===== src/sv/bcd_adj_pkg.sv =====
// Shared types, operation codes and constants for the x86 BCD adjust unit.
// Used by bcd_adj_front, bcd_adj_cell and x86_bcd_adjust_unit_top.
`timescale 1ns / 1ps
`default_nettype none

package bcd_adj_pkg;

    // Operation codes carried in req_type
    typedef enum logic [2:0] {
        OP_AAA = 3'd0,
        OP_AAS = 3'd1,
        OP_DAA = 3'd2,
        OP_DAS = 3'd3,
        OP_AAM = 3'd4,
        OP_AAD = 3'd5
    } t_op;

    // One quotient bit per cell, one cell per bit of AL
    localparam int C_NCELL = 8;

    localparam logic [3:0]  C_DIGIT_MAX = 4'h9;
    localparam logic [15:0] C_ASCII_ADJ = 16'h0106;
    localparam logic [15:0] C_ASCII_MSK = 16'hff0f;
    localparam logic [7:0]  C_LO_ADJ    = 8'h06;
    localparam logic [7:0]  C_HI_ADJ    = 8'h60;
    localparam logic [7:0]  C_BCD_MAX   = 8'h99;
    localparam logic [7:0]  C_DAA_CARRY = 8'hff - 8'h06;

    typedef struct packed {
        logic [2:0]  req_type;
        logic [15:0] ax_in;
        logic        af_in;
        logic        cf_in;
        logic [7:0]  base;
    } t_req;

    typedef struct packed {
        logic [15:0] ax_out;
        logic        cf_out;
        logic        af_out;
        logic        zf_out;
        logic        sf_out;
        logic        pf_out;
        logic        divide_error;
    } t_rsp;

    // Data handed from cell to cell down the chain
    typedef struct packed {
        logic        vld;   // slot holds an instruction
        logic        div;   // AAM with a nonzero base: take quotient/remainder
        logic [7:0]  rem;   // partial remainder
        logic [7:0]  dq;    // dividend bits shifting out, quotient bits in
        logic [7:0]  dvsr;  // divisor
        t_rsp        rsp;   // result for every other case
    } t_cell;

    function automatic logic even_par8(input logic [7:0] v);
        even_par8 = ~(^v);
    endfunction

endpackage

`default_nettype wire


===== src/sv/bcd_adj_front.sv =====
// Entry of the chain: decodes one instruction and computes every result
// except the AAM quotient/remainder. Depends on bcd_adj_pkg.
`timescale 1ns / 1ps
`default_nettype none

module bcd_adj_front (
    input  wire logic              i_valid,
    input  wire bcd_adj_pkg::t_req i_req,
    output bcd_adj_pkg::t_cell     o_cell
);

    logic [7:0]  al;
    logic [7:0]  ah;
    logic        lo_adj;
    logic        hi_adj;
    logic [15:0] prod16;
    logic [7:0]  prod;
    logic [8:0]  sum;
    logic [4:0]  nib_sum;
    logic [7:0]  adj_al;
    logic        adj_cf;

    always_comb begin
        al      = i_req.ax_in[7:0];
        ah      = i_req.ax_in[15:8];
        lo_adj  = (al[3:0] > bcd_adj_pkg::C_DIGIT_MAX) || i_req.af_in;
        hi_adj  = (al > bcd_adj_pkg::C_BCD_MAX) || i_req.cf_in;
        prod16  = {8'h00, ah} * {8'h00, i_req.base};
        prod    = prod16[7:0];
        sum     = {1'b0, al} + {1'b0, prod};
        nib_sum = {1'b0, al[3:0]} + {1'b0, prod[3:0]};
        adj_al  = al;
        adj_cf  = 1'b0;

        // default: pass everything through
        o_cell                  = '0;
        o_cell.vld              = i_valid;
        o_cell.dq               = al;
        o_cell.dvsr             = i_req.base;
        o_cell.rsp.ax_out       = i_req.ax_in;
        o_cell.rsp.cf_out       = i_req.cf_in;
        o_cell.rsp.af_out       = i_req.af_in;

        case (bcd_adj_pkg::t_op'(i_req.req_type))
            bcd_adj_pkg::OP_AAA: begin
                o_cell.rsp.ax_out = (lo_adj ? i_req.ax_in + bcd_adj_pkg::C_ASCII_ADJ
                                            : i_req.ax_in) & bcd_adj_pkg::C_ASCII_MSK;
                o_cell.rsp.cf_out = lo_adj;
                o_cell.rsp.af_out = lo_adj;
            end
            bcd_adj_pkg::OP_AAS: begin
                o_cell.rsp.ax_out = (lo_adj ? i_req.ax_in - bcd_adj_pkg::C_ASCII_ADJ
                                            : i_req.ax_in) & bcd_adj_pkg::C_ASCII_MSK;
                o_cell.rsp.cf_out = lo_adj;
                o_cell.rsp.af_out = lo_adj;
            end
            bcd_adj_pkg::OP_DAA: begin
                if (lo_adj) begin
                    adj_cf = i_req.cf_in || (al > bcd_adj_pkg::C_DAA_CARRY);
                    adj_al = al + bcd_adj_pkg::C_LO_ADJ;
                end
                if (hi_adj) begin
                    adj_al = adj_al + bcd_adj_pkg::C_HI_ADJ;
                    adj_cf = 1'b1;
                end
                o_cell.rsp.ax_out = {ah, adj_al};
                o_cell.rsp.cf_out = adj_cf;
                o_cell.rsp.af_out = lo_adj;
            end
            bcd_adj_pkg::OP_DAS: begin
                if (lo_adj) begin
                    adj_cf = i_req.cf_in || (al < bcd_adj_pkg::C_LO_ADJ);
                    adj_al = al - bcd_adj_pkg::C_LO_ADJ;
                end
                if (hi_adj) begin
                    adj_al = adj_al - bcd_adj_pkg::C_HI_ADJ;
                    adj_cf = 1'b1;
                end
                o_cell.rsp.ax_out = {ah, adj_al};
                o_cell.rsp.cf_out = adj_cf;
                o_cell.rsp.af_out = lo_adj;
            end
            bcd_adj_pkg::OP_AAM: begin
                // base zero traps; AX and flags pass through
                if (i_req.base == 8'h00) begin
                    o_cell.rsp.divide_error = 1'b1;
                end else begin
                    o_cell.div = 1'b1;
                end
            end
            bcd_adj_pkg::OP_AAD: begin
                o_cell.rsp.ax_out = {8'h00, sum[7:0]};
                o_cell.rsp.cf_out = sum[8];
                o_cell.rsp.af_out = nib_sum[4];
            end
            default: begin
                // undefined codes act as no operation
            end
        endcase
    end

endmodule

`default_nettype wire


===== src/sv/bcd_adj_cell.sv =====
// One restoring-division step: shifts in one dividend bit, produces one
// quotient bit, and registers the slot for the next cell. Depends on bcd_adj_pkg.
`timescale 1ns / 1ps
`default_nettype none

module bcd_adj_cell (
    input  wire logic               i_clk,
    input  wire logic               i_rst_n,
    input  wire bcd_adj_pkg::t_cell i_cell,
    output bcd_adj_pkg::t_cell      o_cell
);

    bcd_adj_pkg::t_cell r_cell;
    bcd_adj_pkg::t_cell n_cell;
    logic [8:0] rem_sh;
    logic [8:0] diff;
    logic       qbit;

    always_comb begin
        rem_sh = {i_cell.rem, i_cell.dq[7]};
        diff   = rem_sh - {1'b0, i_cell.dvsr};
        qbit   = (rem_sh >= {1'b0, i_cell.dvsr});
        n_cell = i_cell;
        n_cell.rem = qbit ? diff[7:0] : rem_sh[7:0];
        n_cell.dq  = {i_cell.dq[6:0], qbit};
    end

    // valid needs reset, the payload does not
    always_ff @(posedge i_clk) begin
        if (!i_rst_n) begin
            r_cell.vld <= 1'b0;
        end else begin
            r_cell.vld <= n_cell.vld;
        end
        r_cell.div  <= n_cell.div;
        r_cell.rem  <= n_cell.rem;
        r_cell.dq   <= n_cell.dq;
        r_cell.dvsr <= n_cell.dvsr;
        r_cell.rsp  <= n_cell.rsp;
    end

    assign o_cell = r_cell;

endmodule

`default_nettype wire


===== src/sv/x86_bcd_adjust_unit_top.sv =====
// Top level of the x86 BCD adjust unit (AAA, AAS, DAA, DAS, AAM, AAD).
// Depends on bcd_adj_pkg, bcd_adj_front and bcd_adj_cell.
// A transfer passes through the division cells, then the output register, to o_strobe.
// Throughput: one instruction per cycle while busy is low; AAM divides through a chain of
// 8 division cells, one quotient bit each, and every opcode rides the same chain.
// Reset: synchronous, active low; clears the chain valids and o_strobe, holds busy high.
`timescale 1ns / 1ps
`default_nettype none

module x86_bcd_adjust_unit_top (
    input  wire logic              i_clk,
    input  wire logic              i_rst_n,
    input  wire logic              start,
    output logic                   busy,
    input  wire bcd_adj_pkg::t_req i_req,
    output logic                   o_strobe,
    output bcd_adj_pkg::t_rsp      o_rsp
);

    localparam int NCELL = bcd_adj_pkg::C_NCELL;

    // Slot entering each cell; the last entry is the chain's output
    bcd_adj_pkg::t_cell w_chain [0:NCELL];

    logic              r_busy;
    logic              r_strobe;
    bcd_adj_pkg::t_rsp r_rsp;
    bcd_adj_pkg::t_rsp n_rsp;
    logic              w_accept;

    // Take a transfer whenever start is high and busy is low; the receiver cannot stall
    assign w_accept = start && !r_busy;

    bcd_adj_front u_front (
        .i_valid (w_accept),
        .i_req   (i_req),
        .o_cell  (w_chain[0])
    );

    // Advance every slot one cell per clock
    for (genvar g = 0; g < NCELL; g++) begin : g_cell
        bcd_adj_cell u_cell (
            .i_clk   (i_clk),
            .i_rst_n (i_rst_n),
            .i_cell  (w_chain[g]),
            .o_cell  (w_chain[g+1])
        );
    end

    // Merge the AAM quotient/remainder, then derive ZF, SF, PF from final AL
    always_comb begin
        n_rsp = w_chain[NCELL].rsp;
        if (w_chain[NCELL].div) begin
            n_rsp.ax_out = {w_chain[NCELL].dq, w_chain[NCELL].rem};
        end
        n_rsp.zf_out = (n_rsp.ax_out[7:0] == 8'h00);
        n_rsp.sf_out = n_rsp.ax_out[7];
        n_rsp.pf_out = bcd_adj_pkg::even_par8(n_rsp.ax_out[7:0]);
    end

    always_ff @(posedge i_clk) begin
        if (!i_rst_n) begin
            r_busy   <= 1'b1;
            r_strobe <= 1'b0;
        end else begin
            r_busy   <= 1'b0;
            r_strobe <= w_chain[NCELL].vld;
        end
    end

    // Hold the result register without reset
    always_ff @(posedge i_clk) begin
        r_rsp <= n_rsp;
    end

    assign busy     = r_busy;
    assign o_strobe = r_strobe;
    assign o_rsp    = r_rsp;

    // Busy must cover the cycle after any reset cycle
    a_busy_after_rst: assert property (@(posedge i_clk) !i_rst_n |=> busy)
        else $error("busy low right after reset");

    // Every accepted transfer comes out as an o_strobe
    a_latency: assert property (@(posedge i_clk) disable iff (!i_rst_n)
        (start && !busy) |-> ##9 o_strobe)
        else $error("result strobe missing after transfer");

    // A finished division leaves a remainder below the divisor
    a_rem_range: assert property (@(posedge i_clk) disable iff (!i_rst_n)
        (w_chain[NCELL].vld && w_chain[NCELL].div) |->
        (w_chain[NCELL].rem < w_chain[NCELL].dvsr))
        else $error("AAM remainder not below base");

    // A divide error is never raised together with a division result
    a_div_err: assert property (@(posedge i_clk) disable iff (!i_rst_n)
        (w_chain[NCELL].vld && w_chain[NCELL].rsp.divide_error) |->
        !w_chain[NCELL].div)
        else $error("divide error on a dividing slot");

endmodule

`default_nettype wire

===== config.mk =====
export PLATFORM = sky130hd
export DESIGN_NAME = x86_bcd_adjust_unit_top
export DESIGN_NICKNAME = d
export VERILOG_FILES = /design/src/sv/bcd_adj_pkg.sv /design/src/sv/bcd_adj_front.sv /design/src/sv/bcd_adj_cell.sv /design/src/sv/x86_bcd_adjust_unit_top.sv
export SDC_FILE = /design/constraint.sdc
export NUM_CORES = 1
export LEC_CHECK = 0
export ABC_AREA = 1
export BUFFER_PORTS_ARGS = -buffer_cell sky130_fd_sc_hd__buf_2
export CORE_ASPECT_RATIO = 1.75
export CORE_MARGIN = 1.5
export CORE_UTILIZATION = 55
export CTS_CLUSTER_DIAMETER = 50
export DETAILED_ROUTE_END_ITERATION = 10
export PLACE_DENSITY = 0.84
export SYNTH_ARGS = -nofsm -noshare
export SYNTH_HDL_FRONTEND = slang
export SYNTH_SLANG_ARGS = --single-unit

===== constraint.sdc =====
create_clock -name i_clk -period 5 [get_ports i_clk]
set_input_delay 0.75 -clock i_clk [delete_from_list [all_inputs] [get_ports i_clk]]
set_output_delay 0.75 -clock i_clk [all_outputs]
set_load 0.02 [all_outputs]

==> metrics.cfg, run 1 <==
[run_status]
outcome = completed

[yosys]
synth-edff-count = 0
ys_warn_count = 0
synth-main-ff-cell = dfxtp_1
syn-cell-area_sq_um = 14000
yosysTopAreaCell = dfxtp_1
synth.most_common_cell = dfxtp_1
synth-seq-area-share_pct = 53.8
syn_area_per_cell_sq_um = 9.47
synth.top_cell.area_share_pct = 53.8
synth-seq-cells = 375
synthArstFlopShare_pct = 0
syn_nets = 1617
yosys-top-cells-count = 375 x dfxtp_1, 291 x nand2_1, 230 x inv_1, 90 x ha_1, 80 x nand3_1
syn_inst = 1475
synth_area_leaders = dfxtp_1 54%, ha_1 8.1%, nand2_1 7.8%, inv_1 6.2%, xor2_1 2.9%
synth_cell_types = 51

[floorplanning]
start_util_pct = 55.5
rows = 77
dieHeight_microns = 214
die_w_microns = 123
die_area_sq_um = 26400
ioPinCount = 56
core_area_sq_um = 25100

[routing]
wl_mm = 26.5
drtPass1Iterations = 5
viasPerCell = 5.08
post_drt_wl_per_cell_microns = 14.0
drt_iter0_drc = 377
antenna_left = 0
routed-via-count = 9588
detail_route.drc_violations = 0

[cts]
htreeDepth = 1
postCtsSetupBuffers = 0
clkTransAtPathRegs_ns = 0.07
cts-hold-fix-buffers = 0
cts_root_buf = clkbuf_16
tritoncts = done
cts_resized = 0
clock_sinks = 375
cts_buffers = 31
clk_path_buf_depth = 3
worstSkewPairLatency_ns = 0.56

[global_routing]
antenna_found_initial = 0
grt_max_degree = 25
groute.usage.overall_pct = 20.3
grt_pass1_wl_mm = 42.2
grt_pass1_vias = 9740
overflow = 0

[timing]
period_needed_ns = 4.53
finalHoldViolations = 0
clock.fmax_mhz = 221
finalMaxSlewViolations = 0
layout_setup_ws_ns = 0.474
setup_violations = 0
worstMarginPinSlew_ns = 0.850
tns_ns = 0
fin_skew_ns = 0.0141
max-slew-margin-rel_pct = 43.3
finalCritPeriodShare_pct = 90.5
rsz0062_at_grt = false

[pwr]
ir_drop_mv = 0.239
p_total_mw = 8.05
p_leak_nw = 7.78
p_per_area_nw_per_um2 = 515

[finish]
area_delta_synth_final_pct = 12.0
layout-drive-gt1-share_pct = 12.3
finalInstanceArea_sq_um = 15600
antenna_cells = 0
fin_util_pct = 62.2
nFillCells = 1945
fin_nets = 1691

[worst_setup_path]
cp-start-kind = primary input
setup.worst_path.end_class = flop
critPathRequiredTime_ns = 5.51
crit_type = in2reg
cp_data_arrival_time_ns = 5.03
crit_path_max_fanout = 8

[place]
io_buffers = 55
place_area_sq_um = 14600
dp_slack_ns = -0.0901
gp_congestion = 0.922
hpwl_mm = 19.7

[hold_path]
hold_path_class = reg2reg

[job]
maxCapViolCount = 0

## area by class of cell
class / count / area (sq um) / share of cell area [%]
clock inverter: 9 / 149 / 0.952
tap: 316 / 395 / 2.53
timing repair buffer: 65 / 350 / 2.24
sequential: 375 / 7510 / 48.0
inverter: 239 / 897 / 5.74
multi-input combinational: 837 / 5420 / 34.7
clock buffer: 48 / 920 / 5.88
## state kept, by name, indices dropped and copies added, names as in the netlist
register,flops
busy,1
o_strobe,1
o_rsp,21
g_cell.u_cell.o_cell,352
## layout by cell type (no fill, tap or decap), types with 10 or more instances in the layout
cell       count
dfxtp_1      375
o21ai_2       15
xor2_1        46
buf_4         10
o21ai_0       40
ha_1          89
inv_1        230
buf_2         55
clkbuf_16     31
xnor2_1       15
nand2_2       12
a21oi_1       64
nand2_1      291
nand4_1       25
fa_1          19
nor3_1        12
o21bai_1      12
nor2_1        38
nand3_1       80
## worst max-delay path, stage by stage
cell	delay, ns
buf_2	0.17
nand2_1	0.10
fa_2	0.38
fa_1	0.53
inv_1	0.05
fa_1	0.48
inv_1	0.06
fa_1	0.56
inv_1	0.05
ha_1	0.33
a21oi_1	0.15
nand2_1	0.08
xor2_1	0.15
xnor2_1	0.19
nand3b_1	0.13
nand2_1	0.09
ha_4	0.29
nand3_1	0.07
o221ai_1	0.17
nand2_1	0.07
nand3_1	0.08
nand2_1	0.06
inv_1	0.05
## logic make-up after synthesis
kind of cell	Yosys count	share of synthesized area (%)
xor gates and xnor gates	62	3.94
and+or+nand+nor	497	16.2
buffers and inverters	263	7.54
AOI/OAI and AO/OA	160	7.00
DFF	375	53.8
muxes	8	0.645
adders and majority gates	110	10.9
## power breakdown
part           switching, mW  total [mW]  internal [mW]
combinational           1.22        1.98          0.754
sequential             0.155        3.60           3.45
clock                   1.04        2.47           1.43
## final timing paths
check | from | endpoint | slack, ns | depth (start not counted)
min reg2reg | g_cell[2].u_cell.o_cell[0]$_DFF_P_ | g_cell[3].u_cell.o_cell[0]$_DFF_P_ | 0.32 | 0
max | i_req[3] | g_cell[0].u_cell.o_cell[5]$_DFF_P_ | 0.47 | 23
min | g_cell[2].u_cell.o_cell[0]$_DFF_P_ | g_cell[3].u_cell.o_cell[0]$_DFF_P_ | 0.32 | 0
max reg2reg | g_cell[6].u_cell.o_cell[24]$_DFF_P_ | g_cell[7].u_cell.o_cell[39]$_DFF_P_ | 2.94 | 9
## metrics by stage
step                hold slack (ns)  std cells
detailed placement            0.312       1832
floorplan                     0.310       1475
global placement              0.310       1832
finish                        0.317       1889
CTS                           0.318       1889
global route                  0.315       1889
## per-layer routing
layer	track usage, %	wire length, microns	vias to the layer above	share of wire, %
met1	17.7	9150	4383	34
met5	0	0	-	0
met4	14.0	1760	0	6.6
li1	-	-	4827	-
met3	2.34	942	109	3.6
met2	41.2	14700	269	55
Note: power is estimated with default switching activity, not from simulation.
==> inputs of run 2 (changes only) <==
--- a/config.mk
+++ b/config.mk
@@ -12,7 +12,7 @@
 export CORE_UTILIZATION = 55
 export CTS_CLUSTER_DIAMETER = 50
 export DETAILED_ROUTE_END_ITERATION = 10
-export PLACE_DENSITY = 0.84
+export PLACE_DENSITY = 0.8
 export SYNTH_ARGS = -nofsm -noshare
 export SYNTH_HDL_FRONTEND = slang
 export SYNTH_SLANG_ARGS = --single-unit
==> metrics.cfg, run 2 (synthesis results as in run 1) <==
[run_status]
outcome = completed

[routing]
post_drt_wl_per_cell_microns = 13.5
routed-via-count = 9421
drt_iter0_drc = 284
drtPass1Iterations = 4
viasPerCell = 5.00
detail_route.drc_violations = 0
antenna_left = 0
wl_mm = 25.4

[finish]
final_common_cell = dfxtp_1
antenna_cells = 0
fin_nets = 1690
largest_reg_flops = 352
layout_common_cells = 375 x dfxtp_1, 291 x nand2_1, 230 x inv_1
area_delta_synth_final_pct = 11.1
layout-drive-gt1-share_pct = 12.2

[global_routing]
antenna_found_initial = 0
groute.usage.overall_pct = 19.6
grt_pass1_vias = 9373
grt_max_degree = 25
grt_pass1_wl_mm = 40.9
overflow = 0

[pwr]
p_total_mw = 7.75
ir_drop_mv = 0.267
p_leak_nw = 7.71
p_per_area_nw_per_um2 = 500

[timing]
max-slew-margin-rel_pct = 45.8
clock.fmax_mhz = 222
setup_violations = 0
period_needed_ns = 4.51
tns_ns = 0
worstMarginPinSlew_ns = 0.811
finalHoldViolations = 0
fin_skew_ns = 0.00693
finalMaxSlewViolations = 0
rsz0062_at_grt = false
finalCritPeriodShare_pct = 90.2

[worst_setup_path]
crit_family = adder cells
critPathRequiredTime_ns = 5.51
path_cells = buf_2, nand2_1, fa_2, fa_1, inv_1, fa_1, inv_1, fa_1, inv_1, ha_1, a21oi_1, nand2_1, xor2_1, xnor2_1, nand3b_1, nand2_1, ha_4, nand3_1, o221ai_1, nand2_1, nand3_1, nand2_1, inv_1
max_stage_delay_ns = 0.57
crit_type = in2reg
setup.worst_path.end_class = flop
cp_common_cell = nand2_1
cp_data_arrival_time_ns = 5.02
cpMaxStageDelayCell = fa_1
path_buf_inv = 5
crit_path_max_fanout = 8
cp-start-kind = primary input

[job]
maxCapViolCount = 0

[cts]
clkTransAtPathRegs_ns = 0.07
postCtsSetupBuffers = 0
worstSkewPairLatency_ns = 0.56
cts_buffers = 30
cts_resized = 0
tritoncts = done
clock_sinks = 375
clk_path_buf_depth = 3
htreeDepth = 1
cts-hold-fix-buffers = 0
cts_root_buf = clkbuf_16

[floorplanning]
ioPinCount = 56
start_util_pct = 55.5
core_area_sq_um = 25100
rows = 77
dieHeight_microns = 214
die_area_sq_um = 26400
die_w_microns = 123

[hold_path]
hold_path_class = reg2reg

[place]
hpwl_mm = 19.3
io_buffers = 55
gp_congestion = 0.913

## run 2: cell count changes in the layout (fill, tap and decap cells not counted), moves of 2 or more
| cell | delta |
|---|---|
| bufinv_16 | -3 |
| clkinv_2 | +3 |
| inv_6 | -2 |
| clkbuf_8 | -3 |
| clkbuf_1 | -2 |
| clkinvlp_4 | +4 |
## run 2: area by class of cell
type                            instances  area [sq um]
Fill cell                            2037          9630
Sequential cell                       375          7510
Multi-Input combinational cell        837          5420
Inverter                              239           897
Clock buffer                           42           846
Tap cell                              316           395
Timing Repair Buffer                   65           350
Clock inverter                         10          96.3
## run 2: path summary, 6_finish.rpt
| path | start | end | slack, ns | cells after the start |
|---|---|---|---|---|
| max | i_req[3] | g_cell[0].u_cell.o_cell[5]$_DFF_P_ | 0.49 | 23 |
| min | g_cell[5].u_cell.o_cell[15]$_DFF_P_ | g_cell[6].u_cell.o_cell[15]$_DFF_P_ | 0.32 | 0 |
| max reg2reg | g_cell[3].u_cell.o_cell[37]$_DFF_P_ | g_cell[4].u_cell.o_cell[44]$_DFF_P_ | 2.92 | 9 |
| min reg2reg | g_cell[5].u_cell.o_cell[15]$_DFF_P_ | g_cell[6].u_cell.o_cell[15]$_DFF_P_ | 0.32 | 0 |
## run 2: power breakdown
part	total, mW	internal (mW)	leakage, nW	switching, mW
Clock	2.19	1.19	0.448	1.00
Sequential	3.60	3.45	3.13	0.149
Combinational	1.96	0.758	4.12	1.21
Total	7.75	5.39	7.71	2.36
## run 2: routing by layer
metal	wire length, microns	share of wire, %	global-route usage, %	up-vias
li1	-	-	-	4812
met5	0	0	0	-
met4	1390	5.5	11.3	0
met1	8920	35	17.3	4345
met3	794	3.1	2.29	77
met2	14300	56	40.7	187
## run 2: through the flow
step	hold WS, ns	area (sq um)	utilization (%)	cells	setup WS, ns
detailed placement	0.312	14600	57.9	1832	-0.0966
global placement	0.310	14600	57.9	1832	0.00850
floorplan	0.310	14000	-	1475	0.0405
global route	0.328	15500	61.7	1884	0.189
CTS	0.325	15500	61.7	1884	0.499
finish	0.323	15500	61.7	1884	0.488
==> inputs of run 3 (changes only) <==
--- a/config.mk
+++ b/config.mk
@@ -9,10 +9,10 @@
 export BUFFER_PORTS_ARGS = -buffer_cell sky130_fd_sc_hd__buf_2
 export CORE_ASPECT_RATIO = 1.75
 export CORE_MARGIN = 1.5
-export CORE_UTILIZATION = 55
+export CORE_UTILIZATION = 65
 export CTS_CLUSTER_DIAMETER = 50
 export DETAILED_ROUTE_END_ITERATION = 10
-export PLACE_DENSITY = 0.8
+export PLACE_DENSITY = 0.88
 export SYNTH_ARGS = -nofsm -noshare
 export SYNTH_HDL_FRONTEND = slang
 export SYNTH_SLANG_ARGS = --single-unit
==> constraint.sdc (replaced) <==
create_clock -name i_clk -period 5.2 [get_ports i_clk]
set_input_delay 0.78 -clock i_clk [delete_from_list [all_inputs] [get_ports i_clk]]
set_output_delay 0.78 -clock i_clk [all_outputs]
set_load 0.02 [all_outputs]
==> metrics.cfg, run 3 (synthesis results as in run 1) <==
[floorplanning]
core_area_sq_um = 21000
ioPinCount = 56
die_w_microns = 114
rows = 70
die_area_sq_um = 22400
start_util_pct = 66.4
dieHeight_microns = 197

[finish]
multiInputGateArea_sq_um = 5410
final_common_cell = dfxtp_1
nFillCells = 1407
regArea_sq_um = 7510
layout.cells.non_filler = 1815
antenna_cells = 0
layout_common_cells = 375 x dfxtp_1, 291 x nand2_1, 230 x inv_1
fin_util_pct = 73.4
largest_reg_flops = 352
area_delta_synth_final_pct = 10.5
layout-drive-gt1-share_pct = 11.8
finalInstanceArea_sq_um = 15400
fin_nets = 1686

[worst_setup_path]
crit_type = in2reg
cp_common_cell = fa_1
crit_path_max_fanout = 8
path_cells = buf_2, nand2_1, fa_1, fa_1, inv_1, fa_1, inv_1, fa_1, inv_1, ha_1, a21oi_1, nand2_1, xor2_1, xnor2_1, nand3b_1, nand2_1, ha_1, or2_2, nand3_1, nand4_1
setup.worst_path.end_class = flop
cp_data_arrival_time_ns = 5.06
r2r_slack_ns = 3.17
crit_path_end = g_cell[0].u_cell.o_cell[13]$_DFF_P_
cp-start-kind = primary input
startpoint = i_req[3]
r2r_start = g_cell[5].u_cell.o_cell[24]$_DFF_P_
path_buf_inv = 4
crit_family = adder cells
critPathRequiredTime_ns = 5.64
max_stage_delay_ns = 0.54
reg2regPathDepth = 11
r2r_end = g_cell[6].u_cell.o_cell[40]$_DFF_P_
cpMaxStageDelayCell = fa_1
path_depth = 20

[job]
maxCapViolCount = 0

[cts]
postCtsSetupBuffers = 0
clk_path_buf_depth = 3
clkTransAtPathRegs_ns = 0.07
htreeDepth = 1
cts_buffers = 29
clock_sinks = 375
worstSkewPairLatency_ns = 0.56
cts-hold-fix-buffers = 0
cts_resized = 0
tritoncts = done
cts_root_buf = clkbuf_16

[pwr]
p_per_area_nw_per_um2 = 495
ir_drop_mv = 0.300
p_leak_nw = 7.73

[timing]
finalCritPeriodShare_pct = 88.9
setup_violations = 0
worstMarginPinSlew_ns = 0.832
clock.fmax_mhz = 216
fin_skew_ns = 0.0100
finalHoldViolations = 0
finalMaxSlewViolations = 0
max-slew-margin-rel_pct = 44.5
period_needed_ns = 4.62
rsz0062_at_grt = false
layout_setup_ws_ns = 0.576

[place]
dp_slack_ns = -0.0199
dpl.cell_count = 1765
hpwl_mm = 20.4
io_buffers = 55
place_area_sq_um = 14500
gp_congestion = 0.930

[routing]
routed-via-count = 9638
antenna_left = 0
viasPerCell = 5.31
wl_mm = 27.9
detail_route.drc_violations = 0
drt_iter0_drc = 418
post_drt_wl_per_cell_microns = 15.4
drtPass1Iterations = 5

[global_routing]
antenna_found_initial = 0
overflow = 0
grt_max_degree = 25
grt_pass1_wl_mm = 46.1
grt_pass1_vias = 10300
groute.usage.overall_pct = 25.8

[hold_path]
hold_path_class = reg2reg

[run_status]
outcome = completed

run 3: final cells by class:
class / count / area share [%]
inverter: 239 / 5.81
timing repair buffer: 62 / 2.12
multi-input combinational: 837 / 35.0
clock inverter: 9 / 1.04
tap: 252 / 2.04
sequential: 375 / 48.6
clock buffer: 41 / 5.32
run 3: power by group:
part | internal [mW] | switching [mW]
registers | 3.32 | 0.159
clock network | 1.30 | 0.957
logic | 0.708 | 1.20
total | 5.32 | 2.32
run 3: through the flow:
| stage | power, mW | TNS, ns | hold WS, ns |
|---|---|---|---|
| 6_report | 7.64 | 0 | 0.319 |
| 5_1_grt | 8.06 | 0 | 0.328 |
| 4_1_cts | 7.68 | 0 | 0.322 |
| 3_5_place_dp | 5.40 | -0.0360 | 0.312 |
| 3_3_place_gp | 5.28 | 0 | 0.310 |
| 2_1_floorplan | 4.95 | 0 | 0.310 |
run 3: worst min-delay path by stage:
stage                                     startpoint                                  end  slack (ns)  depth (start not counted)
2_1_floorplan  g_cell[0].u_cell.o_cell[0]$_SDFF_PP0_   g_cell[1].u_cell.o_cell[0]$_DFF_P_        0.31                          0
3_3_place_gp      g_cell[0].u_cell.o_cell[4]$_DFF_P_   g_cell[1].u_cell.o_cell[4]$_DFF_P_        0.31                          0
3_5_place_dp     g_cell[0].u_cell.o_cell[20]$_DFF_P_  g_cell[1].u_cell.o_cell[20]$_DFF_P_        0.31                          0
4_1_cts           g_cell[7].u_cell.o_cell[0]$_DFF_P_                     o_rsp[0]$_DFF_P_        0.32                          0
5_1_grt          g_cell[6].u_cell.o_cell[20]$_DFF_P_  g_cell[7].u_cell.o_cell[20]$_DFF_P_        0.33                          0
6_report          g_cell[7].u_cell.o_cell[0]$_DFF_P_                     o_rsp[0]$_DFF_P_        0.32                          0
run 3: per-layer routing:
layer	part of all wire, %	GRT usage, %	wire length [microns]
met3	3.5	3.11	972
met5	0	0	0
met2	56	52.0	15700
met1	33	22.9	9290
met4	6.8	17.3	1900
